$ cat src/mrta_pkg.sv
// shared types, codes and the control store for the range type entry allocator
// used by the top level, the free slot finder and the port checker
package mrta_pkg;

  localparam int TABLE_ENTRIES = 8;
  localparam int SLOT_W        = $clog2(TABLE_ENTRIES);
  localparam int IDX_W         = 3;
  localparam int TYPE_W        = 3;
  localparam int CNT_W         = 4;
  localparam int BIT_W         = 5;
  localparam int PC_W          = 3;

  localparam logic [31:0]       VALID_BIT  = 32'h0000_0800;
  localparam logic [31:0]       SIZE_MASK  = 32'hFFFF_F000;
  localparam logic [31:0]       ALL_ONES   = 32'hFFFF_FFFF;
  localparam logic [BIT_W-1:0]  TOP_BIT    = 5'd31;
  localparam logic [TYPE_W-1:0] MT_WC      = 3'd1;

  // result status codes
  localparam logic [1:0] ST_OK     = 2'd0;
  localparam logic [1:0] ST_NOFREE = 2'd1;
  localparam logic [1:0] ST_MIS    = 2'd2;
  localparam logic [1:0] ST_SKIP   = 2'd3;

  // register indexes
  localparam logic [3:0] REG_FEATURE = 4'd0;
  localparam logic [3:0] REG_DEFTYPE = 4'd1;
  localparam logic [3:0] REG_WC      = 4'd2;
  localparam logic [3:0] REG_ENTRIES = 4'd3;

  // sequencer steps
  localparam logic [PC_W-1:0] S_WAIT  = 3'd0;
  localparam logic [PC_W-1:0] S_CHECK = 3'd1;
  localparam logic [PC_W-1:0] S_EMPTY = 3'd2;
  localparam logic [PC_W-1:0] S_SCAN  = 3'd3;
  localparam logic [PC_W-1:0] S_PLACE = 3'd4;
  localparam logic [PC_W-1:0] S_NEXT  = 3'd5;

  // branch conditions
  localparam logic [2:0] C_IN_VALID = 3'd0;
  localparam logic [2:0] C_SKIP     = 3'd1;
  localparam logic [2:0] C_EMPTY    = 3'd2;
  localparam logic [2:0] C_BIT_SET  = 3'd3;
  localparam logic [2:0] C_MISALIGN = 3'd4;
  localparam logic [2:0] C_DONE     = 3'd5;

  // datapath operations
  localparam logic [2:0] OP_NONE       = 3'd0;
  localparam logic [2:0] OP_DEC        = 3'd1;
  localparam logic [2:0] OP_EMIT_SKIP  = 3'd2;
  localparam logic [2:0] OP_EMIT_MIS   = 3'd3;
  localparam logic [2:0] OP_EMIT_BLOCK = 3'd4;

  typedef struct packed {
    logic [2:0]      cond;
    logic [2:0]      op_true;
    logic [2:0]      op_false;
    logic [PC_W-1:0] jmp_true;
    logic [PC_W-1:0] jmp_false;
  } ucode_t;

  typedef struct packed {
    logic              found;
    logic [SLOT_W-1:0] slot;
  } slot_res_t;

  function automatic ucode_t ucode_rom(input logic [PC_W-1:0] pc);
    ucode_t w;
    case (pc)
      S_WAIT:  w = '{C_IN_VALID, OP_NONE,       OP_NONE,      S_CHECK, S_WAIT};
      S_CHECK: w = '{C_SKIP,     OP_EMIT_SKIP,  OP_NONE,      S_WAIT,  S_EMPTY};
      S_EMPTY: w = '{C_EMPTY,    OP_NONE,       OP_NONE,      S_WAIT,  S_SCAN};
      S_SCAN:  w = '{C_BIT_SET,  OP_NONE,       OP_DEC,       S_PLACE, S_SCAN};
      S_PLACE: w = '{C_MISALIGN, OP_EMIT_MIS,   OP_EMIT_BLOCK, S_WAIT, S_NEXT};
      S_NEXT:  w = '{C_DONE,     OP_NONE,       OP_DEC,       S_WAIT,  S_SCAN};
      default: w = '{C_IN_VALID, OP_NONE,       OP_NONE,      S_WAIT,  S_WAIT};
    endcase
    return w;
  endfunction

endpackage

$ cat src/memory_range_type_entry_allocator.sv
// top level of the range type entry allocator: control store sequencer and datapath
// depends on mrta_pkg and mrta_slot_find
//
// usage
//   in_*  : one request item (base address, size, memory type); taken only while
//           the sequencer sits in its wait step, so one request is worked at a time
//   out_* : result items, one per power-of-two block of the size, or one item when
//           the request is skipped; a misaligned block gives one item that ends the
//           request; tlast marks the final item, an empty size not skipped gives no item
//   cfg_* : register writes, always ready, index 0..3, other indexes ignored
// sequence
//   a skipped request ends at the check step with its skip item; any other passes the
//   check and empty steps, then the six-step program walks the size bits from bit 31
//   down, one bit per scan step, and each set bit goes to the S_PLACE step
//   the skip item is registered from the check step, any other item from S_PLACE
// reset
//   clears all entry valid bits and registers; entries_in_use comes up as 8
// stall
//   the result register holds while out_tready is low; the sequencer waits on
//   any step that emits until the register is free
module memory_range_type_entry_allocator
  import mrta_pkg::*;
(
  input  logic        clk,
  input  logic        rst_n,
  input  logic        in_tvalid,
  output logic        in_tready,
  input  logic [71:0] in_tdata,   // base_address[31:0], range_size[63:32], mem_type[66:64], zero
  output logic        out_tvalid,
  input  logic        out_tready,
  output logic [71:0] out_tdata,  // entry_index[2:0], base_word[34:3], mask_word[66:35], zero
  output logic [1:0]  out_tuser,  // status[1:0]
  output logic        out_tlast,
  input  logic        cfg_valid,
  output logic        cfg_ready,
  input  logic [3:0]  cfg_index,
  input  logic [3:0]  cfg_data
);

  // configuration
  logic              feature_r;
  logic [TYPE_W-1:0] deftype_r;
  logic              wc_r;
  logic [CNT_W-1:0]  entries_r;

  // sequencer and datapath
  logic [PC_W-1:0]          pc_r, pc_nxt;
  logic [31:0]              addr_r, addr_nxt;
  logic [31:0]              size_r, size_nxt;
  logic [TYPE_W-1:0]        type_r, type_nxt;
  logic [BIT_W-1:0]         bit_r, bit_nxt;
  logic [TABLE_ENTRIES-1:0] valid_r, valid_nxt;

  // result register
  logic              out_valid_r, out_valid_nxt;
  logic [IDX_W-1:0]  out_idx_r, out_idx_nxt;
  logic [31:0]       out_base_r, out_base_nxt;
  logic [31:0]       out_mask_r, out_mask_nxt;
  logic [1:0]        out_stat_r, out_stat_nxt;
  logic              out_last_r, out_last_nxt;

  ucode_t     uw;
  logic       cond;
  logic [2:0] op;
  logic       emit;
  logic       out_free;
  logic       stall;
  logic [31:0] block;
  logic [31:0] size_clr;
  slot_res_t  slot;

  mrta_slot_find u_find (
    .valid          (valid_r),
    .entries_in_use (entries_r),
    .res            (slot)
  );

  assign cfg_ready = 1'b1;
  assign in_tready = (pc_r == S_WAIT);

  assign block    = 32'd1 << bit_r;
  assign size_clr = size_r & ~block;
  assign uw       = ucode_rom(pc_r);

  always_comb begin
    case (uw.cond)
      C_IN_VALID: cond = in_tvalid;
      C_SKIP:     cond = !feature_r || (type_r == deftype_r) || ((type_r == MT_WC) && !wc_r);
      C_EMPTY:    cond = (size_r == 32'd0);
      C_BIT_SET:  cond = size_r[bit_r];
      C_MISALIGN: cond = ((addr_r & (block - 32'd1)) != 32'd0);
      C_DONE:     cond = (size_r == 32'd0);
      default:    cond = 1'b0;
    endcase
  end

  assign op       = cond ? uw.op_true : uw.op_false;
  assign emit     = (op == OP_EMIT_SKIP) || (op == OP_EMIT_MIS) || (op == OP_EMIT_BLOCK);
  assign out_free = !out_valid_r || out_tready;
  assign stall    = emit && !out_free;

  always_comb begin
    pc_nxt        = pc_r;
    addr_nxt      = addr_r;
    size_nxt      = size_r;
    type_nxt      = type_r;
    bit_nxt       = bit_r;
    valid_nxt     = valid_r;
    out_valid_nxt = out_valid_r && !out_tready;
    out_idx_nxt   = out_idx_r;
    out_base_nxt  = out_base_r;
    out_mask_nxt  = out_mask_r;
    out_stat_nxt  = out_stat_r;
    out_last_nxt  = out_last_r;

    if (!stall) begin
      pc_nxt = cond ? uw.jmp_true : uw.jmp_false;
      if (in_tvalid && in_tready) begin
        addr_nxt = in_tdata[31:0];
        size_nxt = in_tdata[63:32] & SIZE_MASK;
        type_nxt = in_tdata[66:64];
        bit_nxt  = TOP_BIT;
      end
      case (op)
        OP_DEC: begin
          bit_nxt = bit_r - 5'd1;
        end
        OP_EMIT_SKIP, OP_EMIT_MIS: begin
          out_valid_nxt = 1'b1;
          out_idx_nxt   = '0;
          out_base_nxt  = '0;
          out_mask_nxt  = '0;
          out_stat_nxt  = (op == OP_EMIT_SKIP) ? ST_SKIP : ST_MIS;
          out_last_nxt  = 1'b1;
        end
        OP_EMIT_BLOCK: begin
          out_valid_nxt = 1'b1;
          out_idx_nxt   = slot.found ? IDX_W'(slot.slot) : '0;
          out_base_nxt  = addr_r | {{(32-TYPE_W){1'b0}}, type_r};
          out_mask_nxt  = (ALL_ONES << bit_r) | VALID_BIT;
          out_stat_nxt  = slot.found ? ST_OK : ST_NOFREE;
          out_last_nxt  = (size_clr == 32'd0);
          if (slot.found) begin
            valid_nxt[slot.slot] = 1'b1;
          end
          // address moves on whether or not the block found an entry
          addr_nxt = addr_r + block;
          size_nxt = size_clr;
        end
        default: begin
        end
      endcase
    end
  end

  always_ff @(posedge clk) begin
    if (!rst_n) begin
      pc_r        <= S_WAIT;
      valid_r     <= '0;
      out_valid_r <= 1'b0;
      feature_r   <= 1'b0;
      deftype_r   <= '0;
      wc_r        <= 1'b0;
      entries_r   <= CNT_W'(TABLE_ENTRIES);
    end else begin
      pc_r        <= pc_nxt;
      valid_r     <= valid_nxt;
      out_valid_r <= out_valid_nxt;
      if (cfg_valid && cfg_ready) begin
        case (cfg_index)
          REG_FEATURE: feature_r <= cfg_data[0];
          REG_DEFTYPE: deftype_r <= cfg_data[TYPE_W-1:0];
          REG_WC:      wc_r      <= cfg_data[0];
          REG_ENTRIES: entries_r <= cfg_data;
          default: begin
          end
        endcase
      end
    end
  end

  always_ff @(posedge clk) begin
    addr_r     <= addr_nxt;
    size_r     <= size_nxt;
    type_r     <= type_nxt;
    bit_r      <= bit_nxt;
    out_idx_r  <= out_idx_nxt;
    out_base_r <= out_base_nxt;
    out_mask_r <= out_mask_nxt;
    out_stat_r <= out_stat_nxt;
    out_last_r <= out_last_nxt;
  end

  assign out_tvalid = out_valid_r;
  assign out_tdata  = {5'd0, out_mask_r, out_base_r, out_idx_r};
  assign out_tuser  = out_stat_r;
  assign out_tlast  = out_last_r;

endmodule

$ cat src/mrta_slot_find.sv
// lowest free table entry among the entries in use
// depends on mrta_pkg
module mrta_slot_find
  import mrta_pkg::*;
(
  input  logic [TABLE_ENTRIES-1:0] valid,
  input  logic [CNT_W-1:0]         entries_in_use,
  output slot_res_t                res
);

  always_comb begin
    res = '0;
    for (int i = TABLE_ENTRIES - 1; i >= 0; i--) begin
      if (!valid[i] && (i < int'(entries_in_use))) begin
        res.found = 1'b1;
        res.slot  = SLOT_W'(i);
      end
    end
  end

endmodule

$ cat config.mk
export PLATFORM = sky130hd
export DESIGN_NAME = memory_range_type_entry_allocator
export DESIGN_NICKNAME = d
export VERILOG_FILES = /design/src/mrta_pkg.sv /design/src/memory_range_type_entry_allocator.sv /design/src/mrta_slot_find.sv
export SDC_FILE = /design/constraint.sdc
export NUM_CORES = 1
export LEC_CHECK = 0
export ABC_AREA = 1
export CAP_MARGIN = 40
export CELL_PAD_IN_SITES_DETAIL_PLACEMENT = 1
export CELL_PAD_IN_SITES_GLOBAL_PLACEMENT = 1
export CORE_MARGIN = 4
export CORE_UTILIZATION = 31
export CTS_CLUSTER_SIZE = 16
export DETAILED_ROUTE_END_ITERATION = 16
export DONT_BUFFER_PORTS = 1
export GPL_TIMING_DRIVEN = 0
export PLACE_DENSITY_LB_ADDON = 0.2
export SETUP_SLACK_MARGIN = 0.5
export SYNTH_ARGS = -nofsm -noshare
export SYNTH_HDL_FRONTEND = slang
export SYNTH_SLANG_ARGS = --single-unit
export TNS_END_PERCENT = 100
$ cat constraint.sdc
create_clock -name clk -period 19.2 [get_ports clk]
set_input_delay 0.96 -clock clk [delete_from_list [all_inputs] [get_ports clk]]
set_output_delay 0.96 -clock clk [all_outputs]
set_load 0.05 [all_outputs]
==> results of run 1 <==
[sequential cells by signal, summed over array words and instances (netlist names)]
signal and flops:
out_tuser 2, out_mask_r 32, addr_r 32, out_tvalid 1, deftype_r 3, type_r 3
entries_r 4, out_base_r 32, out_idx_r 3, out_tlast 1, wc_r 1, size_r 32
bit_r 5, valid_r 8, pc_r 3, feature_r 1
[cell families after synthesis]
| group | after synthesis | synth area share (%) |
|---|---|---|
| fa+ha+maj | 40 | 4.96 |
| compound gates | 233 | 12.4 |
| xor+xnor | 35 | 2.99 |
| simple gates | 636 | 25.9 |
| other cells | 2 | 0.0733 |
| buf+inv | 196 | 7.95 |
| flops | 163 | 45.7 |
[power by group through the flow]
stage	clock network, mW	registers, mW	logic [mW]
2_1_floorplan	0	0.467	0.0534
3_3_place_gp	0	0.476	0.0687
3_5_place_dp	0	0.470	0.0752
4_1_cts	0.388	0.462	0.0758
5_1_grt	0.401	0.464	0.0852
6_report	0.378	0.461	0.0745
[cells in the mapped netlist, drive strengths merged]
master / n / share of area [%]
buf: 29 / 1.8
nor4: 10 / 0.61
xor2: 14 / 1.2
o22ai: 6 / 0.37
a211oi: 3 / 0.22
o221a: 2 / 0.22
o31ai: 1 / 0.073
dfxtp: 21 / 4.1
o21bai: 2 / 0.15
edfxtp: 142 / 42
a31o: 2 / 0.17
conb: 2 / 0.073
a221oi: 1 / 0.085
a31oi: 7 / 0.43
nor3: 18 / 0.93
o41ai: 1 / 0.085
nor2: 204 / 7.9
nand2: 305 / 11
nand3: 79 / 4.0
clkinv: 1 / 0.037
o2111ai: 1 / 0.085
o21a: 4 / 0.29
a21oi: 77 / 3.8
fa: 1 / 0.20
a21boi: 3 / 0.22
o21ai: 113 / 5.5
o32ai: 1 / 0.085
o221ai: 1 / 0.085
xnor2: 21 / 1.8
ha: 39 / 4.8
o211ai: 8 / 0.59
and2: 2 / 0.12
inv: 155 / 5.7
clkbuf: 11 / 0.41
nand4: 18 / 1.2
[metal layers]
| layer | track usage, % | part of all wire [%] |
|---|---|---|
| met2 | 32.1 | 46 |
| met1 | 27.7 | 47 |
| met5 | 0 | 0.025 |
| met4 | 4.95 | 1.4 |
| met3 | 4.15 | 5.5 |
[final timing paths]
check,startpoint,slack [ns],end,depth (start not counted)
worst max-delay path,bit_r[1],13.18,addr_r[24],22
worst min-delay path,deftype_r[1],0.47,deftype_r[1],2
worst max register to register,bit_r[1],13.18,addr_r[24],22
worst min register to register,deftype_r[1],0.47,deftype_r[1],2
[cell usage in the layout, fill, tap and decap left out, drive strengths merged, types with 10 or more instances in the layout]
master,instances
o21ai,113
xnor2,21
ha,39
nor4,10
nand2,305
clkbuf,28
nor2,204
inv,163
buf,33
nand4,18
xor2,14
edfxtp,142
dfxtp,21
a21oi,77
nor3,18
nand3,79
[stage by stage]
| step | area, um2 | setup WS, ns | hold slack [ns] |
|---|---|---|---|
| floorplan | 10300 | 11.14 | 0.425 |
| global placement | 10800 | 6.51 | 0.447 |
| detailed placement | 10900 | 13.26 | 0.460 |
| CTS | 11600 | 13.20 | 0.472 |
| global route | 11600 | 12.64 | 0.499 |
| finish | 11600 | 13.18 | 0.466 |
[final cells by class]
class                           count  area [um2]  share of cell area [%]
Clock inverter                     15         214                    1.85
Buffer                             40         229                    1.98
Inverter                          156         586                    5.07
Clock buffer                       17         425                    3.68
Timing Repair Buffer                4        80.1                   0.693
Sequential cell                   163        4680                    40.5
Multi-Input combinational cell    950        4790                    41.4
Tap cell                          442         553                    4.79
[worst max-delay path: cells and delay by family, from the launching register on]
family,cells,cell delay [ns]
simple gates,14,2.13
buf+inv,5,1.59
fa+ha+maj,2,0.71
compound gates,1,0.69
flops,1,0.55
==> metrics.csv, run 1 <==
stage,metric,value,unit
sta,relSlewSlack,49.6,%
cts,cts_buffers,17,
floorplanning,io_pins,163,
route,wl_per_cell,19.9,um
sta,period_needed,6.02,ns
job,max_cap_viol_count,0,
cts,post_cts_resized,0,
setup_path,worstPathCellList,inv_1 -> clkbuf_1 -> ha_1 -> nand2_1 -> nor2_1 -> inv_1 -> ha_1 -> nand2_1 -> nor2_4 -> nand2_1 -> nor2_2 -> nand2_1 -> nand2_1 -> nand3_1 -> nand2_1 -> nor2_1 -> nand2_1 -> nor2_1 -> nand4_2 -> clkbuf_1 -> o21ai_4 -> buf_12,
global_routing,overflow,0,
cts,cts.path.max_buffers,2,
pwr,p_int,648,uW
cts,cts.sinks,163,
synth,syn_area,10300,um2
setup_path,cp_common_cell,nand2_1,
route,drt_wl_total,35.6,mm
floorplanning,die_w,190,um
route,drtIter0Drc,657,
pwr,pwr-share-seq,50.5,%
pwr,p_sw,266,uW
sta,setup_tns,0,ns
worst_hold_path,worstHoldPathType,flop to flop,
floorplanning,die_h,190,um
pwr,p_total,914,uW
route,antenna_left,0,
setup_path,crit_path_top_delay_cell,o21ai_4,
global_routing,grt_max_degree,33,
pwr,p_per_area,79.1,nW/um2
run_status,outcome,"complete, no violations",
route,via_count,9048,
synth,ys.warnings.count,0,
placement,routabilityCongestion,0.864,
cts,htreeDepth,4,
cts,post-cts-setup-buffers,0,
route,dr.pass1.iters,5,
cts,cts_root_buffer,clkbuf_16,
sta,rsz0062_at_grt,no,
setup_path,critPathKind,flop to flop,
pwr,clkPwrFrac,41.3,%
placement,place_inst,1755,
synth,ys_ff_latch,163,
sta,max_freq,0.166,GHz
placement,post-dp-hpwl,28.4,mm
cts,path_clk_slew,0.07,ns
floorplanning,core-area,32600,um2
setup_path,cp-end-kind,flop,
global_routing,grtUsageTotal,20.0,%
pwr,leakage,5.09,nW
setup_path,arrival,6.16,ns
cts,worstSkewPairLatency,0.45,ns
floorplanning,die-area,36000,um2
synth,syn_avg_cell_area,7.86,um2
synth,synth_cells,1305,
sta,worstMarginPinSlew,0.756,ns
placement,port-buffer-count,0,
sta,finalMaxSlewViolations,0,
floorplanning,start_util,31.4,%
finish,antenna_cells,0,
pwr,sw_frac_of_total,29.1,%
setup_path,critPathLaunchType,flop,
global_routing,grt_pass1_vias,9478,
finish,fillerInstances,3951,
finish,fin_cells,1787,
setup_path,cp_slowest_stage_delay,0.69,ns
cts,ctsHoldBuffers,0,
cts,cts_tree,done,
sta,hold_viol,0,
pwr,power_frac_comb,8.2,%
finish,drive_gt1_share,6.91,%
finish,utilization,35.4,%
route,drc_errors,0,
finish,nets,1457,
route,vias_per_cell,5.06,
synth,yosysUniqueCellTypes,47,
floorplanning,rows,66,
pwr,ir_drop,0.0570,mV
synth,synth.yosys.seq_area_share,45.7,%
sta,finalSetupViolCount,0,
sta,final.period_utilization,31.4,%
finish,areaGrowthSynthToFinish,12.7,%
sta,clock_skew,0.0163,ns
setup_path,path_max_fanout,23,
global_routing,grt_first_pass_wirelength,55.7,mm
global_routing,antenna_found_initial,1,
setup_path,worstPathRequired,19.34,ns
No activity file was read; power rests on OpenSTA's default activity.
==> run 2, diff against run 1 <==
==> constraint.sdc (replaced) <==
create_clock -name clk -period 6.2 [get_ports clk]
set_input_delay 0.31 -clock clk [delete_from_list [all_inputs] [get_ports clk]]
set_output_delay 0.31 -clock clk [all_outputs]
set_load 0.05 [all_outputs]
==> metrics.csv, run 2 (same netlist as run 1, synthesis figures left out) <==
stage,metric,value,unit,change
sta,hold_viol,0,,unchanged
finish,area.sequential,4680,um2,unchanged
sta,finalMaxSlewViolations,0,,unchanged
pwr,p_per_area,246,nW/um2,was 79.1 nW/um2
cts,cts_tree,done,,unchanged
worst_hold_path,worstHoldPathType,primary input to flop,,was flop to flop
cts,path_clk_slew,0.07,ns,about the same
floorplanning,io_pins,163,,unchanged
sta,clock_skew,0.0132,ns,was 0.0163 ns
worst_hold_path,worstHoldPathCells,2,,unchanged
setup_path,cp_common_cell,nand2_1,,unchanged
placement,post-dp-hpwl,28.3,mm,was 28.4 mm
finish,antenna_cells,0,,unchanged
cts,cts.path.max_buffers,2,,unchanged
setup_path,crit_path_top_delay_cell,edfxtp_1,,was o21ai_4
route,dr.pass1.iters,5,,unchanged
sta,max_freq,0.193,GHz,was 0.166 GHz
floorplanning,start_util,31.4,%,unchanged
cts,htreeDepth,4,,unchanged
cts,cts_buffers,17,,unchanged
route,drtIter0Drc,640,,was 657
route,via_count,9098,,was 9048
setup_path,critPathLaunchType,flop,,unchanged
pwr,ir_drop,0.202,mV,was 0.0570 mV
setup_path,cp_slowest_stage_delay,0.56,ns,was 0.69 ns
sta,finalSetupViolCount,0,,unchanged
setup_path,worstPathRequired,6.37,ns,was 19.34 ns
sta,final.period_utilization,83.6,%,was 31.4%
global_routing,grt_max_degree,27,,was 33
run_status,outcome,"complete, no violations",,unchanged
finish,final_cell_mix,"304 x nand2_1, 191 x nor2_1, 149 x inv_1, 142 x edfxtp_1, 90 x o21ai_0",,"was 304 x nand2_1, 193 x nor2_1, 149 x inv_1, 142 x edfxtp_1, 90 x o21ai_0"
pwr,p_total,2.87,mW,was 914 uW
finish,layout_commonest_cell,nand2_1,,unchanged
global_routing,grtUsageTotal,20.1,%,was 20.0%
global_routing,overflow,0,,unchanged
cts,worstSkewPairLatency,0.47,ns,was 0.45 ns
finish,multi_input_area,4790,um2,about the same
finish,nets,1467,,was 1457
floorplanning,die_w,190,um,unchanged
finish,areaGrowthSynthToFinish,14.0,%,was 12.7%
job,max_cap_viol_count,0,,unchanged
finish,final_cell_area,11700,um2,was 11600 um2
global_routing,grt_pass1_vias,9522,,was 9478
setup_path,cp-end-kind,flop,,unchanged
floorplanning,die-area,36000,um2,unchanged
sta,period_needed,5.19,ns,was 6.02 ns
setup_path,critPathKind,flop to flop,,unchanged
global_routing,antenna_found_initial,0,,was 1
setup_path,r2r_cells,22,,unchanged
sta,rsz0062_at_grt,no,,unchanged
setup_path,path_max_fanout,24,,was 23
setup_path,worstPathCellList,inv_1 -> clkbuf_2 -> ha_1 -> nand2_1 -> nor2_2 -> inv_1 -> ha_1 -> nand2_1 -> nor2_4 -> nand2_1 -> nor2_2 -> nand3_1 -> nand3_1 -> nand2_1 -> nor2_1 -> nand2_1 -> nor2_2 -> nand4_2 -> clkbuf_1 -> o21ai_4 -> buf_12 -> buf_12,,was inv_1 -> clkbuf_1 -> ha_1 -> nand2_1 -> nor2_1 -> inv_1 -> ha_1 -> nand2_1 -> nor2_4 -> nand2_1 -> nor2_2 -> nand2_1 -> nand2_1 -> nand3_1 -> nand2_1 -> nor2_1 -> nand2_1 -> nor2_1 -> nand4_2 -> clkbuf_1 -> o21ai_4 -> buf_12
finish,fillerInstances,3927,,was 3951
sta,setup_tns,0,ns,unchanged
placement,port-buffer-count,0,,unchanged
route,drc_errors,0,,unchanged
floorplanning,rows,66,,unchanged
sta,worstMarginPinSlew,0.823,ns,was 0.756 ns
route,vias_per_cell,5.06,,about the same
placement,place_area,10900,um2,about the same
sta,relSlewSlack,45.1,%,was 49.6%
placement,routabilityCongestion,0.878,,was 0.864
cts,cts.sinks,163,,unchanged
finish,drive_gt1_share,7.38,%,was 6.91%
floorplanning,die_h,190,um,unchanged
floorplanning,core-area,32600,um2,unchanged
global_routing,grt_first_pass_wirelength,55.7,mm,about the same
setup_path,arrival,5.35,ns,was 6.16 ns
cts,cts_root_buffer,clkbuf_16,,unchanged
pwr,leakage,5.14,nW,was 5.09 nW
route,wl_per_cell,20.0,um,was 19.9 um
route,antenna_left,0,,unchanged
route,drt_wl_total,35.9,mm,was 35.6 mm
-- run 2: cell types whose count changed in the layout (fill, tap and decap cells not counted), sizes merged --
cell / previous run / this run
dlygate4sd3: 0 / 6
bufinv: 3 / 4
inv: 163 / 161
clkbuf: 28 / 29
clkinv: 5 / 4
buf: 33 / 37
clkinvlp: 0 / 1
-- run 2: stage by stage --
| stage | util, % | instances | hold slack, ns | worst slack, ns |
|---|---|---|---|---|
| finish | 35.8 | 1797 | 0.0395 | 1.01 |
| global route | 35.8 | 1797 | 0.0424 | 0.572 |
| CTS | 35.7 | 1794 | 0.0232 | 0.713 |
| detailed placement | 33.6 | 1756 | 0.409 | 0.510 |
| global placement | 33.2 | 1751 | 0.409 | -1.72 |
| floorplan | - | 1309 | 0.409 | 1.10 |
-- run 2: final cells by class --
| type | instances | share of cell area [%] |
|---|---|---|
| Sequential cell | 163 | 40.1 |
| Multi-Input combinational cell | 950 | 41.0 |
| Clock inverter | 14 | 1.87 |
| Timing Repair Buffer | 14 | 1.63 |
| Tap cell | 442 | 4.73 |
| Buffer | 40 | 1.98 |
| Inverter | 156 | 5.01 |
| Clock buffer | 18 | 3.67 |
-- run 2: path summary, 6_finish.rpt --
check	to	startpoint	slack, ns
setup reg to reg	addr_r[14]	bit_r[1]	1.01
setup / recovery	addr_r[14]	bit_r[1]	1.01
hold reg to reg	feature_r	feature_r	0.46
hold / removal	addr_r[18]	in_tdata[18]	0.04
-- run 2: what timing repair did --
action / in CTS / in global routing
hold buffers: 6 / 0
setup buffers: 0 / 3
endpoints found under the setup margin: 44 / 63
gates cloned: 0 / 0
pin swaps: 0 / 0
endpoints found under the hold margin: 6 / 0
resized for setup: 2 / 2
-- run 2: report_power, final --
part	switching (mW)	internal, mW
Clock	0.515	0.689
Sequential	0.152	1.28
Combinational	0.159	0.0802
-- run 2: worst max-delay path: cells and delay by family (launching register included) --
| family | cells | cell delay [ns] |
|---|---|---|
| AND/OR/NAND/NOR | 13 | 2.02 |
| buffers and inverters | 6 | 1.41 |
| flip-flops | 1 | 0.56 |
| adder cells (fa/ha/maj) | 2 | 0.54 |
| AO/OA/AOI/OAI | 1 | 0.31 |
-- run 2: layer usage --
layer	track usage, %	share of wire (%)	vias up
met5	0	0	-
met4	5.45	1.6	0
met3	4.26	4.5	32
met2	32.4	46	171
met1	27.4	48	4451
li1	-	-	4444
==> run 3, diff against run 2 <==
--- a/config.mk
+++ b/config.mk
@@ -5,7 +5,7 @@
 export SDC_FILE = /design/constraint.sdc
 export NUM_CORES = 1
 export LEC_CHECK = 0
-export ABC_AREA = 1
+export ABC_AREA = 0
 export CAP_MARGIN = 40
 export CELL_PAD_IN_SITES_DETAIL_PLACEMENT = 1
 export CELL_PAD_IN_SITES_GLOBAL_PLACEMENT = 1
==> constraint.sdc (replaced) <==
create_clock -name clk -period 5.4 [get_ports clk]
set_input_delay 0.27 -clock clk [delete_from_list [all_inputs] [get_ports clk]]
set_output_delay 0.27 -clock clk [all_outputs]
set_load 0.05 [all_outputs]
==> metrics.csv, run 3 <==
stage,metric,value,unit,change
pwr,p_per_area,261,nW/um2,was 246 nW/um2
placement,place_inst,1452,,was 1756
floorplanning,die-area,36000,um2,about the same
synth,synth_common_cells,"142 x edfxtp_1, 108 x nor2_1, 63 x o21ai_0, 51 x nand2_1, 45 x a21oi_1",,"was 304 x nand2_1, 194 x nor2_1, 149 x inv_1, 142 x edfxtp_1, 91 x o21ai_0"
global_routing,use_met2,31.5,%,was 32.4%
floorplanning,die_w,190,um,about the same
setup_path,worstPathRequired,5.56,ns,was 6.37 ns
synth,yosysMostFrequentCell,edfxtp_1,,was nand2_1
pwr,power_frac_comb,9.1,%,was 8.3%
finish,layout_commonest_cell,edfxtp_1,,was nand2_1
floorplanning,rows,66,,unchanged
setup_path,critPathTopFamily,compound AO/OA/AOI/OAI gates,,was simple AND/OR/NAND/NOR gates
finish,final_cell_mix,"142 x edfxtp_1, 106 x nor2_1, 61 x o21ai_0, 50 x nand2_1, 45 x a21oi_1",,"was 304 x nand2_1, 191 x nor2_1, 149 x inv_1, 142 x edfxtp_1, 90 x o21ai_0"
cts,path_clk_slew,0.08,ns,was 0.07 ns
route,wl_per_cell,25.1,um,was 20.0 um
synth,ys.warnings.count,0,,unchanged
route,drtIter0Drc,692,,was 640
cts,cts.path.max_buffers,2,,unchanged
pwr,p_int,2.24,mW,was 2.05 mW
setup_path,cp_slowest_stage_delay,0.55,ns,was 0.56 ns
job,max_cap_viol_count,0,,unchanged
global_routing,grt_pass1_vias,8482,,was 9522
sta,hold_viol,0,,unchanged
setup_path,cp-end-kind,flop,,unchanged
pwr,clkPwrFrac,39.3,%,was 41.9%
synth,ys_ff_latch,163,,unchanged
cts,htreeDepth,4,,unchanged
synth,synthFlopType,edfxtp_1,,unchanged
synth,syn_area,10300,um2,about the same
synth,synth_top_cell_by_area,edfxtp_1,,unchanged
route,antenna_left,0,,unchanged
run_status,outcome,"complete, no violations",,unchanged
setup_path,critPathBufInv,6,,unchanged
synth,yosysUniqueCellTypes,78,,was 47
sta,period_needed,4.83,ns,was 5.19 ns
synth,async_flop_share,0,%,unchanged
route,vias_per_cell,5.49,,was 5.06
setup_path,path_max_fanout,11,,was 24
pwr,sw_frac_of_total,30.1,%,was 28.8%
global_routing,use_met3,4.17,%,was 4.26%
worst_hold_path,min_from,in_tdata[8],,was in_tdata[18]
synth,synth-edff-count,142,,unchanged
setup_path,critPathKind,flop to flop,,unchanged
placement,port-buffer-count,0,,unchanged
synth,synth.yosys.seq_area_share,45.7,%,about the same
sta,finalMaxSlewViolations,0,,unchanged
synth,synth_cells,996,,was 1305
worst_hold_path,worstHoldPathCells,1,,was 2
setup_path,cp_common_cell,buf_8,,was nand2_1
finish,drive_gt1_share,18.8,%,was 7.38%
global_routing,grt_max_degree,26,,was 27
cts,worstSkewPairLatency,0.46,ns,was 0.47 ns
setup_path,crit_path_top_delay_cell,or4_4,,was edfxtp_1
route,dr.pass1.iters,4,,was 5
setup_path,r2r_end,addr_r[23],,was addr_r[14]
cts,cts_root_buffer,clkbuf_16,,unchanged
global_routing,grtUsageTotal,20.9,%,was 20.1%
setup_path,r2r_slack,0.57,ns,was 1.01 ns
pwr,leakage,4.42,nW,was 5.14 nW
synth,synth_top_area_share,41.6,%,about the same
floorplanning,io_pins,163,,unchanged
placement,post-dp-hpwl,28.4,mm,was 28.3 mm
placement,routabilityCongestion,0.903,,was 0.878
setup_path,worstPathCellList,buf_8 -> buf_12 -> clkinvlp_4 -> ha_4 -> or4_4 -> a221oi_2 -> or3b_4 -> o311ai_4 -> o2111ai_2 -> a2111oi_4 -> nand4_4 -> nor2_4 -> buf_6 -> buf_8 -> a21o_4 -> clkbuf_16,,was inv_1 -> clkbuf_2 -> ha_1 -> nand2_1 -> nor2_2 -> inv_1 -> ha_1 -> nand2_1 -> nor2_4 -> nand2_1 -> nor2_2 -> nand3_1 -> nand3_1 -> nand2_1 -> nor2_1 -> nand2_1 -> nor2_2 -> nand4_2 -> clkbuf_1 -> o21ai_4 -> buf_12 -> buf_12
synth,syn_avg_cell_area,10.3,um2,was 7.86 um2
finish,areaGrowthSynthToFinish,19.4,%,was 14.0%
sta,setup_tns,0,ns,unchanged
cts,cts_tree,done,,unchanged
sta,worstMarginPinSlew,0.805,ns,was 0.823 ns
global_routing,grt_util_met1,30.4,%,was 27.4%
global_routing,busiest_layer,met2,,unchanged
finish,fin_cells,1523,,was 1797
setup_path,critPathLaunchType,flop,,unchanged
synth,synth.area.top_cells,"edfxtp_1 42%, ha_1 4.8%, mux2_2 4.7%",,"was edfxtp_1 42%, nand2_1 11%, nor2_1 7.1%"
finish,fillerInstances,3648,,was 3927
floorplanning,core-area,32600,um2,unchanged
cts,cts.sinks,163,,unchanged
cts,cts_buffers,17,,unchanged
route,drc_errors,0,,unchanged
worst_hold_path,worstHoldPathType,primary input to flop,,unchanged
floorplanning,start_util,31.4,%,about the same
sta,rsz0062_at_grt,no,,unchanged
global_routing,antenna_found_initial,9,,was 0
placement,place_area,11000,um2,was 10900 um2
pwr,ir_drop,0.224,mV,was 0.202 mV
sta,clock_skew,0.0152,ns,was 0.0132 ns
setup_path,r2r_cells,16,,was 22
floorplanning,die_h,190,um,about the same
finish,nets,1189,,was 1467
sta,finalSetupViolCount,0,,unchanged
worst_hold_path,hold_path_end,addr_r[8],,was addr_r[18]
global_routing,grt_first_pass_wirelength,56.2,mm,was 55.7 mm
route,via_count,8358,,was 9098
sta,relSlewSlack,45.9,%,was 45.1%
finish,final_cell_area,12200,um2,was 11700 um2
setup_path,r2r-start,bit_r[1],,unchanged
global_routing,overflow,0,,unchanged
pwr,pwr-share-seq,51.5,%,was 49.8%
pwr,p_sw,962,uW,was 826 uW
sta,max_freq,0.207,GHz,was 0.193 GHz
finish,utilization,37.5,%,was 35.8%
route,drt_wl_total,38.2,mm,was 35.9 mm
sta,whs,0.0294,ns,was 0.0395 ns
sta,final.period_utilization,89.5,%,was 83.6%
setup_path,arrival,5.00,ns,was 5.35 ns
-- run 3: cell count changes in the layout (fill, tap and decap cells not counted), moves of 19 or more --
cell / before / now
nand2_1: 304 / 50
inv_1: 149 / 38
nor2_1: 191 / 106
nand3_1: 77 / 20
mux2_2: 0 / 43
and2_1: 2 / 43
a21oi_1: 77 / 45
o21ai_0: 90 / 61
o21ai_1: 22 / 1
a211oi_1: 3 / 22
nor2b_1: 0 / 19
-- run 3: per-stage QoR --
stage	power, mW	setup slack [ns]
final	3.20	0.567
after global routing	3.31	0.449
after detailed placement	1.93	-1.40
after CTS	3.21	0.523
after global placement	1.91	-1.54
after floorplan	1.83	0.562
-- run 3: final cells by class --
class	instances	area, um2	share of cell area (%)
Multi-Input combinational cell	737	5380	43.9
Timing Repair Buffer	45	523	4.27
Inverter	41	158	1.29
Buffer	59	364	2.97
Sequential cell	163	4680	38.3
Clock inverter	14	141	1.15
Clock buffer	18	429	3.51
Antenna cell	4	10.0	0.0818
Tap cell	442	553	4.52
-- run 3: repair_timing --
action                                  in CTS  in global routing
resized for setup                           37                 41
buffers inserted                            12                 10
hold buffers                                 8                  0
pin swaps                                    6                  9
hold endpoints to repair                    13                  0
gates cloned                                 1                  4
endpoints found under the setup margin     208                166
-- run 3: worst max path at each step --
stage             start    endpoint  slack [ns]  cells past startpoint
6_report       bit_r[1]  addr_r[23]        0.57                     16
5_1_grt        bit_r[1]  addr_r[30]        0.45                     16
3_5_place_dp   bit_r[1]  addr_r[16]       -1.40                     20
2_1_floorplan  bit_r[1]   addr_r[0]        0.56                     19
3_3_place_gp   bit_r[1]  addr_r[16]       -1.54                     19
4_1_cts        bit_r[1]  addr_r[30]        0.52                     20
-- run 3: cells by family (layout without fill, tap and decap cells) --
logic type      count (synthesis)  count (layout)  synth area share, %
mux                            64              64                 7.99
other cells                     2              10               0.0733
compound gates                240             240                 16.1
simple gates                  335             335                 16.5
fa+ha+maj                      40              40                 4.95
xor+xnor                       52              52                 4.44
flops                         163             163                 45.7
buf+inv                       100             177                 4.23
-- run 3: metal layers --
layer,vias to the layer above,share of wire (%)
met1,4200,48
met5,-,0.21
met2,230,45
met4,12,1.8
met3,50,5.1
li1,3866,-
-- run 3: power groups by stage --
stage / registers, mW / logic (mW) / clock network, mW
after floorplan: 1.65 / 0.178 / 0
after global placement: 1.68 / 0.230 / 0
after detailed placement: 1.68 / 0.254 / 0
after CTS: 1.65 / 0.274 / 1.29
after global routing: 1.66 / 0.319 / 1.34
final: 1.65 / 0.292 / 1.26
-- run 3: worst reg2reg max path, stage by stage, from the launching register on --
cell        delay, ns
edfxtp_1         0.42
buf_8            0.15
buf_12           0.15
clkinvlp_4       0.16
ha_4             0.21
or4_4            0.55
a221oi_2         0.25
or3b_4           0.43
o311ai_4         0.35
o2111ai_2        0.19
a2111oi_4        0.44
nand4_4          0.23
nor2_4           0.18
buf_6            0.15
buf_8            0.14
a21o_4           0.30
clkbuf_16        0.23
